### src/jsu_pkg.sv
`default_nettype none

package jsu_pkg;

  typedef struct packed {
    logic [7:0] in_byte;
    logic       end_of_input;
  } text_t;

  typedef struct packed {
    logic [7:0] out_byte;
    logic       byte_valid;
    logic       string_closed;
    logic       run_last;
  } utf8_t;

  typedef enum logic [2:0] {
    PM_TEXT       = 3'd0,
    PM_ESC        = 3'd1,
    PM_HEX        = 3'd2,
    PM_AFTER_HIGH = 3'd3,
    PM_SKIP       = 3'd4,
    PM_LOW        = 3'd5
  } parse_mode_t;

  // one parsed item: an optional code point to encode, then an optional single result
  typedef struct packed {
    logic        cp_en;
    logic [20:0] cp;
    logic        tail_en;
    logic [7:0]  tail_byte;
    logic        tail_valid;
    logic        tail_closed;
  } cmd_t;

  localparam int DEF_QUEUE_DEPTH = 4;

endpackage

`default_nettype wire

### src/jsu_front.sv
`default_nettype none

module jsu_front import jsu_pkg::*; (
  input  wire logic  clk,
  input  wire logic  rst,
  input  wire logic  accept,
  input  wire text_t text,
  output logic       push,
  output cmd_t       cmd
);

  localparam logic [7:0]  CH_QUOTE   = 8'h22;
  localparam logic [7:0]  CH_BSLASH  = 8'h5C;
  localparam logic [15:0] HIGH_BASE  = 16'hD800;
  localparam logic [15:0] LOW_BASE   = 16'hDC00;
  localparam logic [20:0] PLANE1     = 21'h10000;

  parse_mode_t parse_mode, parse_mode_next;
  logic [15:0] hex_accum, hex_accum_next;
  logic [2:0]  hex_count, hex_count_next;
  logic        hex_stopped, hex_stopped_next;
  logic [15:0] high_half, high_half_next;
  logic        finished, finished_next;

  logic [7:0]  c;
  logic        eoi;
  logic        active;
  logic        is_hex;
  logic [3:0]  digit;
  logic [15:0] acc_abs;
  logic        stop_abs;
  logic [2:0]  cnt_abs;
  logic        grp_done;
  logic        acc_is_high;
  logic [20:0] pair_cp;

  function automatic logic [7:0] esc_map(input logic [7:0] ch);
    logic [7:0] r;
    case (ch)
      8'h6E:   r = 8'h0A;   // n
      8'h74:   r = 8'h09;   // t
      8'h72:   r = 8'h0D;   // r
      8'h62:   r = 8'h08;   // b
      8'h66:   r = 8'h0C;   // f
      8'h75:   r = 8'h00;   // u with no digits left
      default: r = ch;
    endcase
    return r;
  endfunction

  assign c      = text.in_byte;
  assign eoi    = text.end_of_input;
  assign active = accept && !finished;

  always_comb begin
    is_hex = 1'b1;
    digit  = 4'd0;
    if (c >= 8'h30 && c <= 8'h39) begin
      digit = 4'(c - 8'h30);
    end else if (c >= 8'h61 && c <= 8'h66) begin
      digit = 4'(c - 8'h57);
    end else if (c >= 8'h41 && c <= 8'h46) begin
      digit = 4'(c - 8'h37);
    end else begin
      is_hex = 1'b0;
    end
  end

  // leading hex run only; later digits after a stop are dropped
  assign acc_abs     = (!hex_stopped && is_hex) ? {hex_accum[11:0], digit} : hex_accum;
  assign stop_abs    = hex_stopped | ~is_hex;
  assign cnt_abs     = hex_count + 3'd1;
  assign grp_done    = (cnt_abs >= 3'd4) || eoi;
  assign acc_is_high = (acc_abs >= HIGH_BASE) && (acc_abs < LOW_BASE);
  // stays in 0x2400..0x111fff since high_half is always a high surrogate
  assign pair_cp     = PLANE1 + {1'b0, high_half[9:0], 10'b0} + {5'b0, acc_abs}
                       - {5'b0, LOW_BASE};

  // next state
  always_comb begin
    parse_mode_next  = parse_mode;
    hex_accum_next   = hex_accum;
    hex_count_next   = hex_count;
    hex_stopped_next = hex_stopped;
    high_half_next   = high_half;
    finished_next    = finished;
    if (active) begin
      case (parse_mode)
        PM_ESC: begin
          parse_mode_next = PM_TEXT;
          if (c == 8'h75 && !eoi) begin
            parse_mode_next  = PM_HEX;
            hex_accum_next   = 16'd0;
            hex_count_next   = 3'd0;
            hex_stopped_next = 1'b0;
          end
        end
        PM_HEX: begin
          hex_accum_next   = acc_abs;
          hex_count_next   = cnt_abs;
          hex_stopped_next = stop_abs;
          if (grp_done) begin
            parse_mode_next = PM_TEXT;
            if (acc_is_high && !eoi) begin
              high_half_next  = acc_abs;
              parse_mode_next = PM_AFTER_HIGH;
            end
          end
        end
        PM_AFTER_HIGH: begin
          parse_mode_next = PM_TEXT;
          if (c == CH_BSLASH && !eoi) begin
            parse_mode_next = PM_SKIP;
          end else if (c == CH_QUOTE) begin
            finished_next = 1'b1;
          end
        end
        PM_SKIP: begin
          if (eoi) begin
            parse_mode_next = PM_TEXT;
          end else begin
            parse_mode_next  = PM_LOW;
            hex_accum_next   = 16'd0;
            hex_count_next   = 3'd0;
            hex_stopped_next = 1'b0;
          end
        end
        PM_LOW: begin
          hex_accum_next   = acc_abs;
          hex_count_next   = cnt_abs;
          hex_stopped_next = stop_abs;
          if (grp_done) begin
            parse_mode_next = PM_TEXT;
          end
        end
        default: begin
          parse_mode_next = PM_TEXT;
          if (c == CH_QUOTE) begin
            finished_next = 1'b1;
          end else if (c == CH_BSLASH && !eoi) begin
            parse_mode_next = PM_ESC;
          end
        end
      endcase
    end
  end

  // command for the back end
  always_comb begin
    cmd             = '0;
    cmd.tail_valid  = 1'b1;
    case (parse_mode)
      PM_ESC: begin
        if (!(c == 8'h75 && !eoi)) begin
          cmd.tail_en   = 1'b1;
          cmd.tail_byte = esc_map(c);
        end
      end
      PM_HEX: begin
        if (grp_done && !(acc_is_high && !eoi)) begin
          cmd.cp_en = 1'b1;
          cmd.cp    = {5'b0, acc_abs};
        end
      end
      PM_AFTER_HIGH: begin
        if (!(c == CH_BSLASH && !eoi)) begin
          cmd.cp_en   = 1'b1;
          cmd.cp      = {5'b0, high_half};
          cmd.tail_en = 1'b1;
          if (c == CH_QUOTE) begin
            cmd.tail_valid  = 1'b0;
            cmd.tail_closed = 1'b1;
          end else begin
            cmd.tail_byte = c;
          end
        end
      end
      PM_SKIP: begin
        if (eoi) begin
          cmd.cp_en     = 1'b1;
          cmd.cp        = {5'b0, high_half};
          cmd.tail_en   = 1'b1;
          cmd.tail_byte = esc_map(c);
        end
      end
      PM_LOW: begin
        if (grp_done) begin
          cmd.cp_en = 1'b1;
          cmd.cp    = pair_cp;
        end
      end
      default: begin
        if (c == CH_QUOTE) begin
          cmd.tail_en     = 1'b1;
          cmd.tail_valid  = 1'b0;
          cmd.tail_closed = 1'b1;
        end else if (!(c == CH_BSLASH && !eoi)) begin
          cmd.tail_en   = 1'b1;
          cmd.tail_byte = c;
        end
      end
    endcase
    push = active && (cmd.cp_en || cmd.tail_en);
  end

  always_ff @(posedge clk) begin
    if (rst) begin
      parse_mode  <= PM_TEXT;
      hex_accum   <= 16'd0;
      hex_count   <= 3'd0;
      hex_stopped <= 1'b0;
      high_half   <= 16'd0;
      finished    <= 1'b0;
    end else begin
      parse_mode  <= parse_mode_next;
      hex_accum   <= hex_accum_next;
      hex_count   <= hex_count_next;
      hex_stopped <= hex_stopped_next;
      high_half   <= high_half_next;
      finished    <= finished_next;
    end
  end

endmodule

`default_nettype wire

### src/jsu_fifo.sv
`default_nettype none

module jsu_fifo import jsu_pkg::*; #(
  parameter int DEPTH = DEF_QUEUE_DEPTH,
  parameter int WIDTH = $bits(cmd_t)
) (
  input  wire logic             clk,
  input  wire logic             rst,
  input  wire logic             push,
  input  wire logic [WIDTH-1:0] wdata,
  input  wire logic             pop,
  output logic      [WIDTH-1:0] rdata,
  output logic                  full,
  output logic                  empty
);

  localparam int PW = (DEPTH > 1) ? $clog2(DEPTH) : 1;
  localparam int CW = $clog2(DEPTH + 1);

  logic [WIDTH-1:0] mem [DEPTH];
  logic [PW-1:0]    wr_ptr;
  logic [PW-1:0]    rd_ptr;
  logic [CW-1:0]    count;

  function automatic logic [PW-1:0] bump(input logic [PW-1:0] p);
    return (p == PW'(DEPTH - 1)) ? '0 : p + PW'(1);
  endfunction

  assign rdata = mem[rd_ptr];
  assign full  = (count == CW'(DEPTH));
  assign empty = (count == '0);

  always_ff @(posedge clk) begin
    if (push) begin
      mem[wr_ptr] <= wdata;
    end
  end

  always_ff @(posedge clk) begin
    if (rst) begin
      wr_ptr <= '0;
      rd_ptr <= '0;
      count  <= '0;
    end else begin
      if (push) begin
        wr_ptr <= bump(wr_ptr);
      end
      if (pop) begin
        rd_ptr <= bump(rd_ptr);
      end
      if (push && !pop) begin
        count <= count + CW'(1);
      end else if (pop && !push) begin
        count <= count - CW'(1);
      end
    end
  end

endmodule

`default_nettype wire

### src/jsu_back.sv
`default_nettype none

module jsu_back import jsu_pkg::*; (
  input  wire logic  clk,
  input  wire logic  rst,
  input  wire logic  q_empty,
  input  wire cmd_t  q_head,
  output logic       q_pop,
  output logic       utf8_valid,
  output utf8_t      utf8,
  input  wire logic  utf8_stall
);

  localparam logic [20:0] CP_MAX     = 21'h10FFFF;
  localparam logic [20:0] CP_REPLACE = 21'h00FFFD;

  logic        cur_valid;
  utf8_t [3:0] ents;
  utf8_t [3:0] ents_next;
  logic [1:0]  last_idx, last_idx_next;
  logic [1:0]  idx;

  logic [20:0] cp_c;
  logic [1:0]  lenm1;
  logic [7:0]  enc [4];
  logic        done;
  logic        load;

  // utf-8 encoding of the queue head
  always_comb begin
    cp_c = (q_head.cp > CP_MAX) ? CP_REPLACE : q_head.cp;
    enc[0] = cp_c[7:0];
    enc[1] = 8'h00;
    enc[2] = 8'h00;
    enc[3] = 8'h00;
    lenm1  = 2'd0;
    if (cp_c < 21'h80) begin
      lenm1 = 2'd0;
    end else if (cp_c < 21'h800) begin
      lenm1  = 2'd1;
      enc[0] = {3'b110, cp_c[10:6]};
      enc[1] = {2'b10, cp_c[5:0]};
    end else if (cp_c < 21'h10000) begin
      lenm1  = 2'd2;
      enc[0] = {4'b1110, cp_c[15:12]};
      enc[1] = {2'b10, cp_c[11:6]};
      enc[2] = {2'b10, cp_c[5:0]};
    end else begin
      lenm1  = 2'd3;
      enc[0] = {5'b11110, cp_c[20:18]};
      enc[1] = {2'b10, cp_c[17:12]};
      enc[2] = {2'b10, cp_c[11:6]};
      enc[3] = {2'b10, cp_c[5:0]};
    end
  end

  always_comb begin
    last_idx_next = q_head.cp_en ? lenm1 + {1'b0, q_head.tail_en} : 2'd0;
    for (int i = 0; i < 4; i++) begin
      if (q_head.cp_en && 2'(i) <= lenm1) begin
        ents_next[i].out_byte      = enc[i];
        ents_next[i].byte_valid    = 1'b1;
        ents_next[i].string_closed = 1'b0;
      end else begin
        ents_next[i].out_byte      = q_head.tail_byte;
        ents_next[i].byte_valid    = q_head.tail_valid;
        ents_next[i].string_closed = q_head.tail_closed;
      end
      ents_next[i].run_last = (2'(i) == last_idx_next);
    end
  end

  assign done       = cur_valid && !utf8_stall && (idx == last_idx);
  assign load       = !q_empty && (!cur_valid || done);
  assign q_pop      = load;
  assign utf8_valid = cur_valid;
  assign utf8       = ents[idx];

  always_ff @(posedge clk) begin
    if (rst) begin
      cur_valid <= 1'b0;
      idx       <= 2'd0;
    end else if (load) begin
      cur_valid <= 1'b1;
      idx       <= 2'd0;
    end else if (done) begin
      cur_valid <= 1'b0;
    end else if (cur_valid && !utf8_stall) begin
      idx <= idx + 2'd1;
    end
  end

  always_ff @(posedge clk) begin
    if (load) begin
      ents     <= ents_next;
      last_idx <= last_idx_next;
    end
  end

endmodule

`default_nettype wire

### src/json_string_unescaper_top.sv
// channel | role   | handshake               | payload
// text    | input  | text_valid / text_stall | text_t: in_byte, end_of_input
// utf8    | output | utf8_valid / utf8_stall | utf8_t: out_byte, byte_valid,
//         |        |                         |   string_closed, run_last
//
// one text byte is taken per cycle while the command queue has room; the parser
// resolves it in that cycle and queues at most one command
// the encoder sends one result per cycle unless utf8_stall holds it, so an item gives 1 to 4 results,
// set by the length of its utf-8 code plus any trailing byte or marker
// the queue holds QUEUE_DEPTH commands; text stalls only while it is full
// synchronous reset clears parser state, queue and output
`default_nettype none

module json_string_unescaper_top import jsu_pkg::*; #(
  parameter int QUEUE_DEPTH = DEF_QUEUE_DEPTH
) (
  input  wire logic  clk,
  input  wire logic  rst,
  input  wire logic  text_valid,
  output logic       text_stall,
  input  wire text_t text,
  output logic       utf8_valid,
  input  wire logic  utf8_stall,
  output utf8_t      utf8
);

  logic accept;
  logic push;
  cmd_t push_cmd;
  cmd_t head_cmd;
  logic pop;
  logic q_full;
  logic q_empty;

  assign text_stall = q_full;
  assign accept     = text_valid && !q_full;

  jsu_front u_front (
    .clk    (clk),
    .rst    (rst),
    .accept (accept),
    .text   (text),
    .push   (push),
    .cmd    (push_cmd)
  );

  jsu_fifo #(
    .DEPTH (QUEUE_DEPTH),
    .WIDTH ($bits(cmd_t))
  ) u_fifo (
    .clk   (clk),
    .rst   (rst),
    .push  (push),
    .wdata (push_cmd),
    .pop   (pop),
    .rdata (head_cmd),
    .full  (q_full),
    .empty (q_empty)
  );

  jsu_back u_back (
    .clk        (clk),
    .rst        (rst),
    .q_empty    (q_empty),
    .q_head     (head_cmd),
    .q_pop      (pop),
    .utf8_valid (utf8_valid),
    .utf8       (utf8),
    .utf8_stall (utf8_stall)
  );

  // the queue is never written while full
  a_no_push_full: assert property (@(posedge clk) disable iff (rst)
    !(push && q_full))
    else $error("push into full queue");

  // results of one item go out back to back
  a_burst_continues: assert property (@(posedge clk) disable iff (rst)
    (utf8_valid && !utf8_stall && !utf8.run_last) |=> utf8_valid)
    else $error("gap inside an item's results");

  // a marker-only beat is always the close marker and the item's last result
  a_marker_form: assert property (@(posedge clk) disable iff (rst)
    (utf8_valid && !utf8.byte_valid) |-> (utf8.string_closed && utf8.run_last))
    else $error("bad marker beat");

  // nothing follows the close marker
  a_quiet_after_close: assert property (@(posedge clk) disable iff (rst)
    (utf8_valid && !utf8_stall && utf8.string_closed) |=> !utf8_valid)
    else $error("result after close marker");

endmodule

`default_nettype wire
### config.mk
export PLATFORM = sky130hd
export DESIGN_NAME = json_string_unescaper_top
export DESIGN_NICKNAME = d
export VERILOG_FILES = /design/src/jsu_pkg.sv /design/src/jsu_front.sv /design/src/jsu_fifo.sv /design/src/jsu_back.sv /design/src/json_string_unescaper_top.sv
export SDC_FILE = /design/constraint.sdc
export NUM_CORES = 1
export LEC_CHECK = 0
export BUFFER_PORTS_ARGS = -buffer_cell sky130_fd_sc_hd__buf_2
export CAP_MARGIN = 5
export CELL_PAD_IN_SITES_DETAIL_PLACEMENT = 0
export CELL_PAD_IN_SITES_GLOBAL_PLACEMENT = 1
export CORE_ASPECT_RATIO = 0.8
export CORE_UTILIZATION = 45
export DETAILED_ROUTE_END_ITERATION = 6
export PLACE_DENSITY = 0.67
export SKIP_CTS_REPAIR_TIMING = 1
export SKIP_LAST_GASP = 1
export SLEW_MARGIN = 25
export SYNTH_ARGS = -nofsm -noshare
export SYNTH_HDL_FRONTEND = slang
export SYNTH_SLANG_ARGS = --single-unit
### constraint.sdc
create_clock -name clk -period 9.7 [get_ports clk]
set_input_delay 1.455 -clock clk [delete_from_list [all_inputs] [get_ports clk]]
set_output_delay 1.455 -clock clk [all_outputs]
set_load 0.005 [all_outputs]
==> results.toml, run 1 <==
[status]
status = "finished clean"

[sta]
fmax_mhz = 189
finalSetupViolations = 0
finalSetupTns_ns = 0
slew_headroom_pct = 34.7
finalCriticalPeriod_ns = 5.30
tightest_slew_ns = 0.979
min_period_over_period_pct = 54.6
finClkSkew_ns = 0.0175
finalMaxSlewViolations = 0
rsz0062_at_grt = "no"
hold_viol = 0

[global_routing]
globalRouteOverflowTotal = 0
grt_pass1_vias = 6724
grt_max_degree = 53
grt_pass1_wl_um = 37300
grt_use_total_pct = 19.5
antenna_found_initial = 0

[critical_path]
cp_common_cell = "ha_1"
crit_chain = "buf_2 -> inv_1 -> ha_1 -> or3b_2 -> and4_1 -> o21ai_1 -> buf_4 -> mux2_2 -> ha_1 -> ha_1 -> inv_1 -> fa_1 -> nor2b_1 -> o21ai_0 -> a21oi_1 -> o21ai_0 -> a21oi_1 -> xnor2_1 -> nor2_1"
cp-start-kind = "input port"
crit_path_end_kind = "register"
cp.required_ns = 9.93
cp_data_arrival_time_ns = 5.52
path_max_fanout = 14
cpPeakStageDelay_ns = 0.50
critPathKind = "in2reg"
slowest_stage = "or3b_2"

[clocking]
numCtsBuffers = 25
htreeDepth = 1
worstSkewPairLatency_ns = 0.52
cts.sinks = 230
cts-root-buf = "clkbuf_16"
cts_buffer_depth = 3
clk_pin_slew_worst_paths_ns = 0.06
cts_tree = "built"

[synth]
syn_area_mm2 = 0.0108
yosys.area.top_type = "edfxtp_1"
syn_area_per_cell_um2 = 13.1
synthArstFlopShare_pct = 0
yosysTopAreaCellShare_pct = 49.4
syn-num-nets = 864
yosysSeqAreaShare_pct = 59.1
synth_area_leaders = "edfxtp_1 (49%), dfxtp_1 (9.6%), mux4_2 (9.2%)"
ys_ff_latch = 230
yosysWarningCount = 0
synthCells = 825
synth_edf_count = 178
synth_cell_types = 76
synth_ff_type = "edfxtp_1"

[floorplanning]
dieArea_mm2 = 0.0247
core_mm2 = 0.0235
start_util_pct = 46.1
die_h_um = 141
die_w_um = 175
io_pins = 26
rows = 50

[cells_and_area]
drive_above_1_share_pct = 16.8
stdcell_count = 1173
antenna_cells = 0
layout.nets = 882
area_delta_synth_final_pct = 10.7

[run]
maxCapViolations = 0

[power_and_ir_drop]
p_leak_nw = 4.02
peakVddDrop_v = 0.000133
powerDensity_mw_per_mm2 = 262
p_total_mw = 3.13

[drt]
vias = 6686
wl_um = 23400
drc = 0
wire_per_inst_um = 19.9
vias_per_cell = 5.70
first_iter_violations = 481
dr.pass1.iters = 5
ant_nets = 0

[placement]
dp.cells = 1128
numPortBuffers = 25
place_congestion = 0.848
dp_hpwl_um = 16200

[min_path]
hp-class = "reg2reg"
cell usage after synthesis, types with 6 or more instances:
master	instances
nor2b_1	12
nand3b_1	7
nand2_1	54
ha_1	24
nand2b_1	9
a211oi_1	10
mux4_2	44
and2_1	13
nand3_1	7
nor3b_1	6
edfxtp_1	178
o22ai_1	8
a22oi_1	16
nor2_1	81
nor3_1	11
inv_1	31
buf_2	10
dfxtp_1	52
xnor2_1	8
clkbuf_1	26
mux2i_1	21
xor2_1	7
a21oi_1	34
mux2_2	8
o21a_1	8
o21ai_0	44
layout by cell type (no fill, tap or decap), types with 12 or more instances in the layout:
| cell | instances |
|---|---|
| clkbuf_16 | 25 |
| o21ai_0 | 44 |
| inv_1 | 30 |
| ha_1 | 24 |
| nor2b_1 | 12 |
| a22oi_1 | 16 |
| a21oi_1 | 34 |
| nand2_1 | 54 |
| nor2_1 | 81 |
| mux4_2 | 44 |
| and2_1 | 13 |
| mux2i_1 | 21 |
| dfxtp_1 | 51 |
| buf_2 | 25 |
| edfxtp_1 | 178 |
state kept, by name, indices dropped and copies added (netlist names), named ones only:
register and count:
u_fifo.mem 132, u_front.hex_accum 16, u_back.last_idx 2, u_back.idx 2, u_back.utf8_valid 1, u_back.ents 44, u_front.high_half 16, u_front.hex_stopped 1
u_front.hex_count 3, u_front.parse_mode 3, u_fifo.count 3, u_fifo.wr_ptr 2, u_front.finished 1, u_fifo.rd_ptr 2
worst paths after layout:
path | depth (start not counted) | slack (ns) | endpoint | from
max | 19 | 4.40 | u_fifo.mem[3][30] | text[1]
min | 2 | 0.48 | u_front.high_half[14] | u_front.high_half[14]
max reg2reg | 10 | 5.77 | u_back.ents[0] | register
min reg2reg | 2 | 0.48 | u_front.high_half[14] | u_front.high_half[14]
cell families after synthesis:
family | synth area share, %
buffers and inverters | 2.93
adders and majority gates | 3.15
DFF | 59.1
xor gates and xnor gates | 1.22
muxes | 12.1
and+or+nand+nor | 11.5
AOI/OAI and AO/OA | 10.1
power by group:
group | total, mW | internal, mW | switching (mW)
registers | 1.35 | 1.30 | 0.0519
clock network | 0.871 | 0.503 | 0.368
logic | 0.911 | 0.376 | 0.535
metal layers:
layer	wire [µm]	track usage [%]	vias up
li1	-	-	3166
met1	11300	28.1	3356
met2	10800	31.3	129
met3	794	2.70	35
met4	478	4.94	0
met5	0	0	-
worst max-delay path: cells and delay by family:
| kind | cells | cell delay (ns) |
|---|---|---|
| adder cells (fa/ha/maj) | 4 | 1.17 |
| AND/OR/NAND/NOR | 4 | 0.95 |
| AO/OA/AOI/OAI | 5 | 0.80 |
| buffers and inverters | 4 | 0.60 |
| multiplexers | 1 | 0.39 |
| XOR/XNOR | 1 | 0.14 |
layout make-up:
type                    count  area (µm²)
flip-flops and latches    230        6390
clock buffers              32         652
clock inverters            13         106
repair buffers             34         193
fillers                  1992       11500
well taps                 312         390
inverters                  31         116
multi-input cells         521        4120
metrics by stage:
step	util [%]	hold WS [ns]	instance area (µm²)	setup WS, ns
2_1_floorplan	-	0.440	10800	4.33
3_3_place_gp	47.8	0.458	11200	4.05
3_5_place_dp	47.8	0.467	11200	3.91
4_1_cts	51.0	0.479	12000	4.46
5_1_grt	51.0	0.483	12000	4.12
6_report	51.0	0.476	12000	4.40
Note: power is estimated with default switching activity, not from simulation.
==> inputs of run 2 (changes only) <==
Settings changed: PLACE_DENSITY 0.67 to 0.7.
Clock period 9.7 ns to 4.3 ns, I/O delays scaled along.
==> run 2 against run 1 <==
- flip-flop and latch count stayed put
- via count grew 1.2%
- worst hold slack got worse by 0.073 ns
- first-iteration DRC count grew 19%
- clock power grew 130%
- utilization up 0.92 points
- sequential share of layout area fell by 0.94 points
- critical path type unchanged
- critical endpoint is now u_fifo.mem[2][30]
==> results.toml, run 2 (synthesis results as in run 1) <==
[placement]
pre_cts_ws_ns = -0.0888
place_area_mm2 = 0.0114
dp.cells = 1152
place_congestion = 0.869
numPortBuffers = 25
dp_hpwl_um = 16400

[sta]
tightest_slew_ns = 1.00
finClkSkew_ns = 0.0101
min_period_over_period_pct = 90.8
fmax_mhz = 256
slew_headroom_pct = 33.1
finalCriticalPeriod_ns = 3.90
setup_slack_ns = 0.397
finalSetupTns_ns = 0
hold_ws_ns = 0.403
finalSetupViolations = 0
finalMaxSlewViolations = 0
hold_viol = 0
rsz0062_at_grt = "no"

[global_routing]
globalRouteOverflowTotal = 0
grt_pass1_wl_um = 37600
antenna_found_initial = 0
grt_pass1_vias = 6760
grt_max_degree = 53
grt_use_total_pct = 19.6

[clocking]
clk_pin_slew_worst_paths_ns = 0.06
cts_buffer_depth = 3
numCtsBuffers = 25
cts.sinks = 230
cts-root-buf = "clkbuf_16"
worstSkewPairLatency_ns = 0.51
cts_tree = "built"
htreeDepth = 1

[drt]
vias = 6766
drc = 0
wl_um = 23500
wire_per_inst_um = 19.7
vias_per_cell = 5.65
dr.pass1.iters = 5
first_iter_violations = 572
ant_nets = 0

[critical_path]
path_max_fanout = 12
regToRegSetupSlack_ns = 0.81
crit_path_end_kind = "register"
cp-start-kind = "input port"
r2r-end = "u_back.ents[0]"
critPathKind = "in2reg"
rr_worst_depth = 9
startpoint = "text[2]"
cp.required_ns = 4.54
cp_data_arrival_time_ns = 4.15

[cells_and_area]
layout.nets = 906
final_common_cell = "edfxtp_1"
stdcell_count = 1197
antenna_cells = 0
area_delta_synth_final_pct = 12.7
postLayoutCoreUtil_pct = 51.9
drive_above_1_share_pct = 19.7
stdcell_area_mm2 = 0.0122
top_register = "u_fifo.mem"
final_cell_mix = "edfxtp_1 (178), nor2_1 (81), nand2_1 (54)"
reg_top3 = "u_fifo.mem (132), u_back.ents (44)"
largest_reg_flops = 132

[min_path]
holdPathStages = 3
hp-class = "in2reg"
min_to = "u_front.finished"
min-delay-start = "text_valid"

[floorplanning]
core_mm2 = 0.0235
rows = 50
dieArea_mm2 = 0.0247
start_util_pct = 46.1
die_h_um = 141
die_w_um = 175
io_pins = 26

[power_and_ir_drop]
powerDensity_mw_per_mm2 = 591
p_leak_nw = 4.17
p_total_mw = 7.20
peakVddDrop_v = 0.000271

[status]
status = "finished clean"

[run]
maxCapViolations = 0
==> run 2: cell count changes in the layout (fill, tap and decap cells not counted), moves of 2 or more <==
cell	previous run	this run
buf_4	9	32
clkbuf_1	7	2
clkinv_4	0	2
clkinvlp_4	1	3
==> run 2: how the worst max path moves through the flow <==
stage	slack, ns	cells after the start	endpoint
floorplan	0.03	18	u_fifo.mem[0][30]
global placement	-0.008	18	u_fifo.mem[0][30]
detailed placement	-0.09	20	u_fifo.mem[2][30]
CTS	0.44	20	u_fifo.mem[2][30]
global route	0.1	18	u_fifo.mem[3][30]
finish	0.40	20	u_fifo.mem[2][30]
==> run 2: worst max-delay path, stage by stage <==
cell	delay, ns
buf_2	0.09
inv_1	0.06
ha_1	0.19
or3b_2	0.49
and4_4	0.22
o21ai_2	0.21
buf_4	0.26
mux2i_1	0.13
ha_1	0.22
inv_1	0.05
ha_1	0.17
inv_1	0.06
fa_1	0.39
nor2b_1	0.12
o21ai_0	0.11
a21oi_1	0.20
o21ai_0	0.13
a21oi_1	0.17
xnor2_1	0.13
nor2_1	0.09
==> run 2: area by class of cell <==
| class | instances | area, µm² |
|---|---|---|
| flip-flops and latches | 230 | 6390 |
| fillers | 1982 | 11300 |
| well taps | 312 | 390 |
| repair buffers | 58 | 385 |
| inverters | 31 | 116 |
| clock buffers | 27 | 633 |
| multi-input cells | 521 | 4120 |
| clock inverters | 18 | 150 |
==> run 2: power by group <==
group,internal (mW),switching (mW),total [mW]
clock,1.18,0.844,2.03
combinational,0.897,1.21,2.11
sequential,2.93,0.136,3.06
total,5.01,2.19,7.20
==> run 2: routing by layer <==
layer	up-vias	wire length, µm	global-route usage (%)
li1	3209	-	-
met1	3369	11300	28.0
met2	159	11000	32.2
met3	29	872	2.59
met4	0	368	4.16
met5	-	0	0
==> inputs of run 3 (changes only) <==
Settings changed: PLACE_DENSITY 0.7 to unset, PLACE_DENSITY_LB_ADDON set to 0.1, SKIP_CTS_REPAIR_TIMING 1 to unset.
==> run 3 against run 2 <==
- global-route usage is 0.60 points higher
- count of clock-buffer cells in the layout rose by 6
- register-to-register slack about the same
- critical path type unchanged
- critical endpoint unchanged
- worst hold slack improved by 0.0020 ns
==> results.toml, run 3 (synthesis results as in run 1) <==
[drt]
wl_met2_um = 11500
wl_met1_um = 11000
drc = 0
dr.pass1.iters = 6
first_iter_violations = 491
vias_per_cell = 5.69
wl_um = 24000
ant_nets = 0
wire_per_inst_um = 20.0
vias = 6825
wl_met3_um = 1080
top_layer_used = "met4"

[power_and_ir_drop]
power_switching_mw = 2.18
powerDensity_mw_per_mm2 = 588
p_leak_nw = 4.18
p_total_mw = 7.16
seqPwrFrac_pct = 43.0
pwr-share-clk_pct = 27.6
intPower_mw = 4.98
p_comb_share_pct = 29.4
swShare_pct = 30.5
peakVddDrop_v = 0.000299

[sta]
finalSetupTns_ns = 0
slew_headroom_pct = 31.9
tightest_slew_ns = 1.02
min_period_over_period_pct = 91.6
finClkSkew_ns = 0.0153
finalCriticalPeriod_ns = 3.94
hold_viol = 0
rsz0062_at_grt = "no"
fmax_mhz = 254
hold_ws_ns = 0.405
finalSetupViolations = 0
finalMaxSlewViolations = 0

[critical_path]
cp_data_arrival_time_ns = 4.16
cp.required_ns = 4.52
path_max_fanout = 4
crit_path_end_kind = "register"
critPathKind = "in2reg"
cp-start-kind = "input port"
rr_worst_depth = 8

[clocking]
numCtsBuffers = 24
postCtsSetupBuffers = 0
worstSkewPairLatency_ns = 0.51
clk_pin_slew_worst_paths_ns = 0.06
ctsHoldBuffers = 0
cts_tree = "built"
cts_resized = 0
cts.sinks = 230
htreeDepth = 1
cts_buffer_depth = 3
cts-root-buf = "clkbuf_16"

[cells_and_area]
layout.nets = 909
final_cell_mix = "edfxtp_1 (178), nor2_1 (81), nand2_1 (54)"
reg_top3 = "u_fifo.mem (132), u_back.ents (44)"
largest_reg_flops = 132
stdcell_count = 1200
final-seq-area_mm2 = 0.00639
stdcell_area_mm2 = 0.0122
drive_above_1_share_pct = 20.0
area_delta_synth_final_pct = 12.6
final_common_cell = "edfxtp_1"
top_register = "u_fifo.mem"
multi_input_area_mm2 = 0.00412
nFillCells = 1961
antenna_cells = 0

[global_routing]
grt_max_degree = 53
grt_pass1_vias = 6818
grt_pass1_wl_um = 38200
antenna_found_initial = 0
globalRouteOverflowTotal = 0
grt_use_total_pct = 20.2

[status]
status = "finished clean"

[floorplanning]
io_pins = 26
rows = 50
dieArea_mm2 = 0.0247
start_util_pct = 46.1
die_h_um = 141
die_w_um = 175
core_mm2 = 0.0235

[placement]
numPortBuffers = 25
dp_hpwl_um = 17000
dp.cells = 1156
place_area_mm2 = 0.0114
place_congestion = 0.868

[min_path]
holdPathStages = 3
hp-class = "in2reg"

[run]
maxCapViolations = 0
-- run 3: stage by stage --
stage | utilization [%] | setup WS [ns]
after global placement | 48.7 | -0.0881
after CTS | 51.9 | 0.397
after global routing | 51.9 | 0.126
after detailed placement | 48.7 | -0.148
final | 51.9 | 0.359
after floorplan | - | 0.0344
-- run 3: layer usage --
metal / up-vias / global-route usage, %
li1: 3220 / -
met1: 3416 / 27.5
met2: 159 / 34.0
met3: 30 / 3.13
met4: 0 / 4.99
met5: - / 0
-- run 3: critical path, cell delays in order --
cell     delay [ns]
buf_2          0.10
inv_1          0.06
ha_1           0.19
or3b_2         0.49
and4_4         0.22
o21ai_2        0.22
mux2_2         0.38
ha_1           0.28
ha_1           0.17
inv_1          0.06
fa_1           0.39
nor2b_1        0.12
o21ai_0        0.10
a21oi_1        0.20
o21ai_0        0.13
a21oi_1        0.17
xnor2_1        0.13
nor2_1         0.09
-- run 3: layout make-up --
| class | instances | area share, % |
|---|---|---|
| clock buffers | 33 | 5.46 |
| clock inverters | 11 | 0.770 |
| inverters | 31 | 0.955 |
| multi-input cells | 521 | 33.9 |
| flip-flops and latches | 230 | 52.4 |
| well taps | 312 | 3.20 |
| repair buffers | 62 | 3.31 |
-- run 3: power by group through the flow --
stage	Sequential [mW]	Combinational, mW	Clock (mW)
floorplan	3.05	1.56	0
global placement	3.11	2.08	0
detailed placement	3.14	2.13	0
CTS	3.09	2.14	2.02
global route	3.12	2.33	2.11
finish	3.08	2.11	1.97
-- run 3: path summary, 6_finish.rpt --
check	startpoint	to	slack, ns
worst max-delay path	text[2]	u_fifo.mem[2][30]	0.36
worst min-delay path	text_valid	u_front.finished	0.40
worst max register to register	register	u_back.ents[18]	0.80
worst min register to register	u_front.high_half[14]	u_front.high_half[14]	0.47
